### config.mk
export PLATFORM = sky130hd
export DESIGN_NAME = index_string_line_parser
export DESIGN_NICKNAME = d
export VERILOG_FILES = /design/src/hw/rtl/islp_pkg.sv /design/src/hw/rtl/index_string_line_parser.sv /design/src/hw/rtl/islp_in_stage.sv /design/src/hw/rtl/islp_parse_core.sv /design/src/hw/rtl/islp_out_stage.sv
export SDC_FILE = /design/constraint.sdc
export NUM_CORES = 1
export LEC_CHECK = 0
export BUFFER_PORTS_ARGS = -buffer_cell sky130_fd_sc_hd__buf_2
export CORE_MARGIN = 1.5
export CORE_UTILIZATION = 65
export DETAILED_ROUTE_END_ITERATION = 16
export GPL_TIMING_DRIVEN = 0
export PLACE_DENSITY = 0.95
export SYNTH_ARGS = -nofsm -noshare
export SYNTH_HDL_FRONTEND = slang
export SYNTH_SLANG_ARGS = --single-unit
### constraint.sdc
create_clock -name clk -period 5.2 [get_ports clk]
set_input_delay 1.04 -clock clk [delete_from_list [all_inputs] [get_ports clk]]
set_output_delay 1.04 -clock clk [all_outputs]
set_load 0.05 [all_outputs]
### src/hw/rtl/islp_pkg.sv
package islp_pkg;

  localparam int MAX_LEN = 256;
  localparam int CHAR_W = $clog2(MAX_LEN);
  localparam int LEN_W = 8;
  localparam int INDEX_W = 31;
  localparam int DIGIT_W = 4;
  localparam int PROD_W = INDEX_W + 4;

  localparam logic [INDEX_W-1:0] INDEX_MAX = {INDEX_W{1'b1}};
  localparam logic [DIGIT_W-1:0] DIGIT_LIMIT = DIGIT_W'(12);

  localparam logic [7:0] CH_SPACE = 8'h20;
  localparam logic [7:0] CH_TAB = 8'h09;
  localparam logic [7:0] CH_NEWLINE = 8'h0A;
  localparam logic [7:0] CH_EQUAL = 8'h3D;
  localparam logic [7:0] CH_HASH = 8'h23;
  localparam logic [7:0] CH_QUOTE = 8'h22;
  localparam logic [7:0] CH_ZERO = 8'h30;
  localparam logic [7:0] CH_NINE = 8'h39;

  localparam logic [1:0] KIND_CHAR = 2'd0;
  localparam logic [1:0] KIND_ACCEPT = 2'd1;
  localparam logic [1:0] KIND_REJECT = 2'd2;
  localparam logic [1:0] KIND_UNUSED = 2'd3;

  typedef enum logic [1:0] {
    MODE_INDEX,
    MODE_BETWEEN,
    MODE_STRING,
    MODE_SKIP
  } mode_t;

  typedef struct packed {
    logic [1:0] kind;
    logic [7:0] ch;
    logic [INDEX_W-1:0] index;
    logic [LEN_W-1:0] length;
  } result_t;

endpackage

### src/hw/rtl/index_string_line_parser.sv
// Channel  | Handshake            | Payload
// input    | in_valid / in_ready  | text_byte, end_of_input
// output   | out_valid / out_ready| result_kind, string_char, line_index, string_length
//
// One byte per cycle is taken when the output side keeps up.
// A byte is held in the input register, and its result is then registered in the output stage.
// The per-byte state update and index multiply-add lie between these two registers.
// Reset is synchronous and returns the parser to the start of a line.
// A stalled output holds only bytes that produce a result; other bytes keep flowing.
module index_string_line_parser
  import islp_pkg::*;
(
  input  logic               clk,
  input  logic               rst,
  input  logic               in_valid,
  output logic               in_ready,
  input  logic [7:0]         text_byte,
  input  logic               end_of_input,
  output logic               out_valid,
  input  logic               out_ready,
  output logic [1:0]         result_kind,
  output logic [7:0]         string_char,
  output logic [INDEX_W-1:0] line_index,
  output logic [LEN_W-1:0]   string_length
);

  logic item_valid;
  logic [7:0] item_byte;
  logic item_eoi;
  logic has_result;
  logic slot_free;
  logic consume;
  result_t result;

  assign consume = item_valid && (!has_result || slot_free);

  islp_in_stage u_in (
    .clk          (clk),
    .rst          (rst),
    .in_valid     (in_valid),
    .in_ready     (in_ready),
    .text_byte    (text_byte),
    .end_of_input (end_of_input),
    .consume      (consume),
    .item_valid   (item_valid),
    .item_byte    (item_byte),
    .item_eoi     (item_eoi)
  );

  islp_parse_core u_core (
    .clk        (clk),
    .rst        (rst),
    .advance    (consume),
    .item_byte  (item_byte),
    .item_eoi   (item_eoi),
    .has_result (has_result),
    .result     (result)
  );

  islp_out_stage u_out (
    .clk           (clk),
    .rst           (rst),
    .load          (consume && has_result),
    .result        (result),
    .slot_free     (slot_free),
    .out_valid     (out_valid),
    .out_ready     (out_ready),
    .result_kind   (result_kind),
    .string_char   (string_char),
    .line_index    (line_index),
    .string_length (string_length)
  );

endmodule

### src/hw/rtl/islp_in_stage.sv
module islp_in_stage
  import islp_pkg::*;
(
  input  logic       clk,
  input  logic       rst,
  input  logic       in_valid,
  output logic       in_ready,
  input  logic [7:0] text_byte,
  input  logic       end_of_input,
  input  logic       consume,
  output logic       item_valid,
  output logic [7:0] item_byte,
  output logic       item_eoi
);

  assign in_ready = !item_valid || consume;

  always_ff @(posedge clk) begin
    if (rst) begin
      item_valid <= 1'b0;
    end else if (in_ready) begin
      item_valid <= in_valid;
    end
  end

  always_ff @(posedge clk) begin
    if (in_valid && in_ready) begin
      item_byte <= text_byte;
      item_eoi <= end_of_input;
    end
  end

endmodule

### src/hw/rtl/islp_parse_core.sv
module islp_parse_core
  import islp_pkg::*;
(
  input  logic       clk,
  input  logic       rst,
  input  logic       advance,
  input  logic [7:0] item_byte,
  input  logic       item_eoi,
  output logic       has_result,
  output result_t    result
);

  mode_t mode, mode_next;
  logic index_seen, index_seen_next;
  logic line_good, line_good_next;
  logic [DIGIT_W-1:0] digit_count, digit_count_next;
  logic [INDEX_W-1:0] index_value, index_value_next;
  logic [CHAR_W-1:0] char_count, char_count_next;

  logic is_blank;
  logic is_digit;
  logic at_limit;
  logic [PROD_W-1:0] index_wide;
  logic [PROD_W-1:0] index_prod;
  logic [INDEX_W-1:0] index_sat;
  logic [DIGIT_W-1:0] digit_inc;

  assign is_blank = (item_byte == CH_SPACE) || (item_byte == CH_TAB);
  assign is_digit = (item_byte >= CH_ZERO) && (item_byte <= CH_NINE);
  assign at_limit = (char_count == CHAR_W'(MAX_LEN - 1));
  assign index_wide = PROD_W'(index_value);
  assign index_prod = (index_wide << 3) + (index_wide << 1) + PROD_W'(item_byte[3:0]);
  assign index_sat = (index_prod > PROD_W'(INDEX_MAX)) ? INDEX_MAX : index_prod[INDEX_W-1:0];
  assign digit_inc = digit_count + DIGIT_W'(1);

  always_comb begin
    mode_next = mode;
    index_seen_next = index_seen;
    line_good_next = line_good;
    digit_count_next = digit_count;
    index_value_next = index_value;
    char_count_next = char_count;
    if (has_result && result.kind != KIND_CHAR) begin
      mode_next = MODE_INDEX;
      index_seen_next = 1'b0;
      line_good_next = 1'b0;
      digit_count_next = '0;
      index_value_next = '0;
      char_count_next = '0;
    end else if (!item_eoi) begin
      unique case (mode)
        MODE_INDEX: begin
          priority if (is_blank) begin
            if (digit_count != '0) begin
              index_seen_next = 1'b1;
            end
          end else if (item_byte == CH_EQUAL) begin
            index_seen_next = 1'b1;
            mode_next = MODE_BETWEEN;
          end else if (is_digit) begin
            if (!index_seen) begin
              index_value_next = index_sat;
              digit_count_next = digit_inc;
              if (digit_inc >= DIGIT_LIMIT) begin
                mode_next = MODE_SKIP;
                line_good_next = 1'b0;
              end
            end
          end else begin
            mode_next = MODE_SKIP;
            line_good_next = 1'b0;
          end
        end
        MODE_BETWEEN: begin
          if (item_byte == CH_HASH) begin
            mode_next = MODE_SKIP;
            line_good_next = 1'b0;
          end else if (item_byte == CH_QUOTE) begin
            mode_next = MODE_STRING;
            char_count_next = '0;
          end
        end
        MODE_STRING: begin
          if (item_byte == CH_QUOTE || at_limit) begin
            mode_next = MODE_SKIP;
            line_good_next = 1'b1;
          end else begin
            char_count_next = char_count + CHAR_W'(1);
          end
        end
        MODE_SKIP: begin
        end
        default: begin
        end
      endcase
    end
  end

  always_comb begin
    has_result = 1'b0;
    result.kind = KIND_REJECT;
    result.ch = '0;
    result.index = index_value;
    result.length = LEN_W'(char_count);
    if (item_eoi) begin
      has_result = 1'b1;
      result.kind = (mode == MODE_SKIP && line_good) ? KIND_ACCEPT : KIND_REJECT;
    end else if (item_byte == CH_NEWLINE) begin
      has_result = 1'b1;
      result.kind = (mode == MODE_SKIP && line_good) ? KIND_ACCEPT : KIND_REJECT;
    end else if (mode == MODE_STRING && item_byte != CH_QUOTE && !at_limit) begin
      has_result = 1'b1;
      result.kind = KIND_CHAR;
      result.ch = item_byte;
      result.index = '0;
      result.length = '0;
    end
  end

  always_ff @(posedge clk) begin
    if (rst) begin
      mode <= MODE_INDEX;
      index_seen <= 1'b0;
      line_good <= 1'b0;
      digit_count <= '0;
      index_value <= '0;
      char_count <= '0;
    end else if (advance) begin
      mode <= mode_next;
      index_seen <= index_seen_next;
      line_good <= line_good_next;
      digit_count <= digit_count_next;
      index_value <= index_value_next;
      char_count <= char_count_next;
    end
  end

endmodule

### src/hw/rtl/islp_out_stage.sv
module islp_out_stage
  import islp_pkg::*;
(
  input  logic                clk,
  input  logic                rst,
  input  logic                load,
  input  result_t             result,
  output logic                slot_free,
  output logic                out_valid,
  input  logic                out_ready,
  output logic [1:0]          result_kind,
  output logic [7:0]          string_char,
  output logic [INDEX_W-1:0]  line_index,
  output logic [LEN_W-1:0]    string_length
);

  assign slot_free = !out_valid || out_ready;

  always_ff @(posedge clk) begin
    if (rst) begin
      out_valid <= 1'b0;
    end else if (load) begin
      out_valid <= 1'b1;
    end else if (out_ready) begin
      out_valid <= 1'b0;
    end
  end

  always_ff @(posedge clk) begin
    if (load) begin
      result_kind <= result.kind;
      string_char <= result.ch;
      line_index <= result.index;
      string_length <= result.length;
    end
  end

endmodule

# After elaboration in Yosys (flattened, before gate mapping)
# Index checks and enable logic that the tools add are counted.
totals:
  inputBits: 13
  wordCells: 142
  out_inout_bits: 51
  ff_bits: 107
op_classes:
  n_bitwise: 1
  eq_ne: 28
  mux: 59
  magnitude_cmp: 4
  n_addsub: 4
  reduce_logical: 32
ops:
  columns: ["operator", "count"]
  rows:
  - ["$mux 31", 8]
  - ["$mux 39", 2]
  - ["$mux 49", 1]
  - ["$mux 8", 5]
  - ["$add 34x32->35", 1]
  - ["$add 35x4->35", 1]
  - ["$gt 35x31->1 const B", 1]
  - ["$eq 8x6->1 const B", 4]
  - ["$mux 4", 7]
  - ["$mux 2", 13]
  - ["$mux 1", 20]
  - ["$eq 8x4->1 const B", 2]
  - ["$pmux 8 s2", 1]
  - ["$ne 5x5->1 const B", 2]
  - ["$ne 3x1->1 const B", 3]
  - ["$ne 3x2->1 const B", 3]
  - ["$reduce_and 9->1", 1]
  - ["$add 8x1->8 const B", 1]
  - ["$eq 8x8->1 const B", 1]
  - ["$ge 8x6->1 const B", 1]
  - ["$le 8x6->1 const B", 1]
  - ["$logic_and 1x1->1", 8]
  - ["$ne 4x4->1 const B", 2]
  - ["$ne 8x6->1 const B", 1]
  - ["other kinds (22)", 38]

# Depth between registers and ports, before layout
logic_depth:
  ltp_word: 11
  mapped_depth: 13

# Modules after synthesis
# Synthesis repeated with hierarchy kept, for this count alone.
hier_totals:
  hier_cells: 644
  hier_area_um2: 6538.8
modules_own_cells:
  columns: ["module", "area_per_inst_um2", "instances", "seq_area_each_um2", "cells_each"]
  rows:
  - ["islp_parse_core", 4677.0, 1, 940.9, 574]
  - ["islp_out_stage", 1517.7, 1, 1491.4, 53]
  - ["islp_in_stage", 325.3, 1, 290.3, 14]
  - ["index_string_line_parser", 18.8, 1, 0.0, 3]

# Least setup slack after synthesis
# Ideal clock, no wire load.
synth_path:
  path_kind: "register to register"
  from: "register u_in.item_byte[3]"
  to: "register u_core.index_value[0]"
  path_stages_with_launch: 14
  path_buffers: 1
  setup_time_ns: 0.137
  synth_period_minus_slack_ns: 3.383
  arrival_ns: 3.246
  slack_ns: 1.817
  path_cell_list: "edfxtp_1 inv_1 fa_1 inv_1 ha_1 a211oi_1 o21ai_1 o21a_1 o211ai_2 a21oi_2 o41a_1 a211oi_4 buf_6 o21ai_2"
synth_via:
  elab_chain_cells: 10
synth_rtl:
  columns: ["element", "line_no", "source"]
  rows:
  - ["start, declared", "islp_in_stage.sv:12", "output logic [7:0] item_byte,"]
  - ["start signal, assigned", "islp_in_stage.sv:28", "item_byte <= text_byte;"]
  - ["$add 35x4->35 / $ne 8x6->1 (equally long branches)", "islp_parse_core.sv:32, islp_parse_core.sv:111", null]
  - ["$gt 35x31->1 / $logic_and 1x1->1 (equally long branches)", "islp_parse_core.sv:33, islp_parse_core.sv:111", null]
  - ["$mux 31 / $logic_and 1x1->1 (equally long branches)", "islp_parse_core.sv:33, islp_parse_core.sv:111", null]
  - ["$mux 31, or another cell as far along", "islp_parse_core.sv:61", "if (!index_seen) begin"]
  - ["$mux 31, or another cell as far along", "islp_parse_core.sv:60", "end else if (is_digit) begin"]
  - ["$mux 31, or another cell as far along", "islp_parse_core.sv:57", "end else if (item_byte == CH_EQUAL) begin"]
  - ["$mux 31, or another cell as far along", "islp_parse_core.sv:53", "priority if (is_blank) begin"]
  - ["$mux 31, or another cell as far along", "islp_parse_core.sv:51", "unique case (mode)"]
  - ["$mux 31, or another cell as far along", "islp_parse_core.sv:50", "end else if (!item_eoi) begin"]
  - ["$mux 31 / $reduce_and 7->1 (equally long branches)", null, null]
  - ["end signal, assigned", "islp_parse_core.sv:133", "index_value <= index_value_next;"]
  - ["end, declared", "islp_parse_core.sv:17", "logic [INDEX_W-1:0] index_value, index_value_next;"]
# Several ways; a longest one is shown, not always the timed one. The select of a mux whose other input is x is not followed.
# A chain may end at the register's enable or synchronous reset.

# Final worst setup path
layout_path:
  from: "register u_in.item_byte[3]"
  to: "register u_core.index_value[10]"
# The elaborated chain is that of the path after synthesis.

==> metrics.txt <==
I/O Buffers 62; worst r2r src u_in.item_byte[3]$_DFFE_PP_; routed vias/inst about 6.4; Hold WC Path Type reg2reg; DRC 0; gr busiest metal met2; asr flop ratio synth 0; final WL 16100 µm; syn nets 744; endpoints failing setup 0; # H-tree levels 3; # rows 36; Total Power 1.53 mW; reg2reg path depth 13; total grt overflow 0; met3 Use GR 0.0357; crit path DAT 4240 ps; DR vias 5617; Worst Setup SP u_in.item_byte[3]$_DFFE_PP_; CP peak stage delay ~600 ps; R2R Path End u_core.index_value[10]$_SDFFE_PP0P_; commonest cells after routing, fill and taps aside 71 x buf_2, 68 x ha_1, 58 x edfxtp_1; post-CTS setup repair buffer count 0; CP dominant cell by count inv_1; CTS max path bufs 2; Distinct cells, synth 70; first drt pass iteration count 5; final antenna-violating net count 0; fill count 644; CTS tree yes; max_cap viols 0; number of synthesized flops with an enable pin 58; Layout Nets roughly 820; first-pass GRT wire length 26500 µm; Worst Tran Pin Value 1060 ps; clk sink count around 110; Sum Neg Setup Slack 0 ps; wire per inst around 18 µm; CTS Hold Bufs 0; initial antenna violation count 0; met1 usage 0.365; CTS Buf Count 9; dpl hpwl 12000 µm; post-CTS sizing 0; Final Cycle Share 0.767; CP Buf/Inv Count 3; Mapped Cells approximately 660; YS warnings 0; clock root buffer clkbuf_8; Antenna Cells 0; core area 9860 µm²; slowest CP cell fa_1; flop2flop setup slack between 1000 and 1500 ps; flops & latches, synth 107; delay-heaviest family, CP compound AO/OA/AOI/OAI gates; die footprint 10900 µm²; crit path kind reg2reg; Critical Path Stages 13; vias in the first global route 5444; Initial Utilization 0.678; Layout Utilization 0.748; sequential cell area fraction in the yosys report 0.407; unrepaired setup endpoints after global routing false; synthesized area 6690 µm²; initial drt markers 410; Die X 104 µm; latest clock arrival within the worst-skew pair 390 ps; Synth Flop Type edfxtp_1; Max Freq 251 MHz; Die H roughly 100 µm; Final Skew 13.5 ps; register area 2720 µm²; CP cell instances inv_1, fa_1, inv_1, ha_1, a211oi_1, o21ai_1, o21a_1, o211ai_2, a21oi_2, o41a_1, a211oi_4, buf_6, o21ai_2; commonest non-fill, non-tap cell in the layout buf_2; CP Data Required Time 5450 ps; Mean Syn Cell Area 10.1 µm²; pwr/cell area 208 nW/µm²; Leakage 3.34 nW; final hold slack 546 ps; Layout Area Growth over Synthesis 10.3%; gr usage total 0.299; outcome finished clean; CP startpoint kind flip-flop; Placer Congestion 1.01; pin count of the biggest net entering global routing 33; Final Hold Viols 0; clock slew at reported path FFs about 100 ps; met2 Use GR 0.528; layout cells sized above 1 0.182; maximum vdd drop 140 µV; critical path fanouts, max 10; post-layout min period 3990 ps; Critical Path End u_core.index_value[10]$_SDFFE_PP0P_; area of the multi-input gates 3770 µm²; worst rel slew slack 0.291; I/O pin count 64; crit end category flip-flop; Slew Viols, Final 0
==> worst min path at each step <==
stage | from | endpoint | cells past startpoint
global placement | u_core.line_good$_SDFFE_PP0P_ | u_core.line_good$_SDFFE_PP0P_ | 2
global route | u_core.char_count[2]$_SDFFE_PP0P_ | u_core.char_count[2]$_SDFFE_PP0P_ | 2
CTS | u_core.char_count[2]$_SDFFE_PP0P_ | u_core.char_count[2]$_SDFFE_PP0P_ | 2
detailed placement | u_core.char_count[2]$_SDFFE_PP0P_ | u_core.char_count[2]$_SDFFE_PP0P_ | 2
finish | u_core.index_value[0]$_SDFFE_PP0P_ | u_core.index_value[0]$_SDFFE_PP0P_ | 2
floorplan | u_core.line_good$_SDFFE_PP0P_ | u_core.line_good$_SDFFE_PP0P_ | 2
==> where the power goes <==
part           internal, mW  switching (mW)
clock network         0.186           0.310
registers             0.906          0.0114
logic                0.0291          0.0917
==> registers in the layout, summed over array words and instances (netlist names), 2 cells and up <==
signal               cells
u_core.index_value      31
u_core.digit_count       4
u_in.item_byte           8
u_core.char_count        8
u_out.line_index        31
u_out.string_char        8
u_out.string_length      8
u_out.result_kind        2
u_core.mode              2
==> worst reg2reg max path, delay by kind of cell, from the launching register on <==
| kind | cells | cell delay (ps) |
|---|---|---|
| AO/OA/AOI/OAI | 8 | 2050 |
| adder cells (fa/ha/maj) | 2 | 910 |
| flip-flops | 1 | 460 |
| buffers and inverters | 3 | 430 |
==> kinds of logic (layout without fill, tap and decap cells) <==
family / Yosys count / after routing / synth area share
compound gates: 215 / 215 / 0.235
xor+xnor: 24 / 24 / 0.0314
fa+ha+maj: 70 / 70 / 0.133
buf+inv: 46 / 125 / 0.0309
flops: 107 / 107 / 0.407
mux: 2 / 2 / 0.00299
simple gates: 197 / 197 / 0.160
==> area by class of cell <==
type	count	share of cell area
Timing Repair Buffer	63	0.0448
Clock buffer	10	0.0173
Multi-Input combinational cell	508	0.511
Inverter	22	0.0112
Sequential cell	107	0.369
Buffer	24	0.0168
Clock inverter	6	0.00780
Tap cell	133	0.0226
==> stage by stage <==
stage               cell area (µm²)  worst slack, ps  instances
finish                         7380             1210        873
global route                   7380             1060        873
CTS                            7380             1270        873
detailed placement             7190             1290        857
global placement               7170             1270        856
floorplan                      6690             1820        661
==> metal layers <==
layer  wire length (µm)  share of wire  vias up
li1                   -              -     2647
met5                  0              0        -
met2               8230           0.51      230
met4                376          0.023        0
met1               6540           0.41     2695
met3                939          0.058       45
==> cells in the mapped netlist (3+ instances only) <==
cell,count,share of area
o21a_1,6,0.0067
buf_2,9,0.0067
and2_1,9,0.0084
nor2b_1,46,0.043
and4_1,3,0.0039
o21ai_0,33,0.025
nor2_1,41,0.023
xnor2_1,12,0.016
and3_1,10,0.0094
a22oi_1,27,0.030
o211ai_1,5,0.0056
edfxtp_1,58,0.26
o21bai_1,4,0.0045
a31oi_1,6,0.0056
a21oi_1,33,0.025
nor3b_1,4,0.0045
and3b_1,3,0.0039
clkbuf_1,12,0.0067
inv_1,22,0.012
a32oi_1,5,0.0065
nand2_1,39,0.022
buf_6,3,0.0051
dfxtp_1,49,0.15
nand3_1,11,0.0082
nand4_1,5,0.0047
ha_1,68,0.13
a21o_1,15,0.017
or3_1,8,0.0075
a211oi_1,14,0.016
xor2_1,12,0.016
o21ai_2,31,0.041
nor3_1,6,0.0045
No activity file was read; power rests on OpenSTA's default activity.
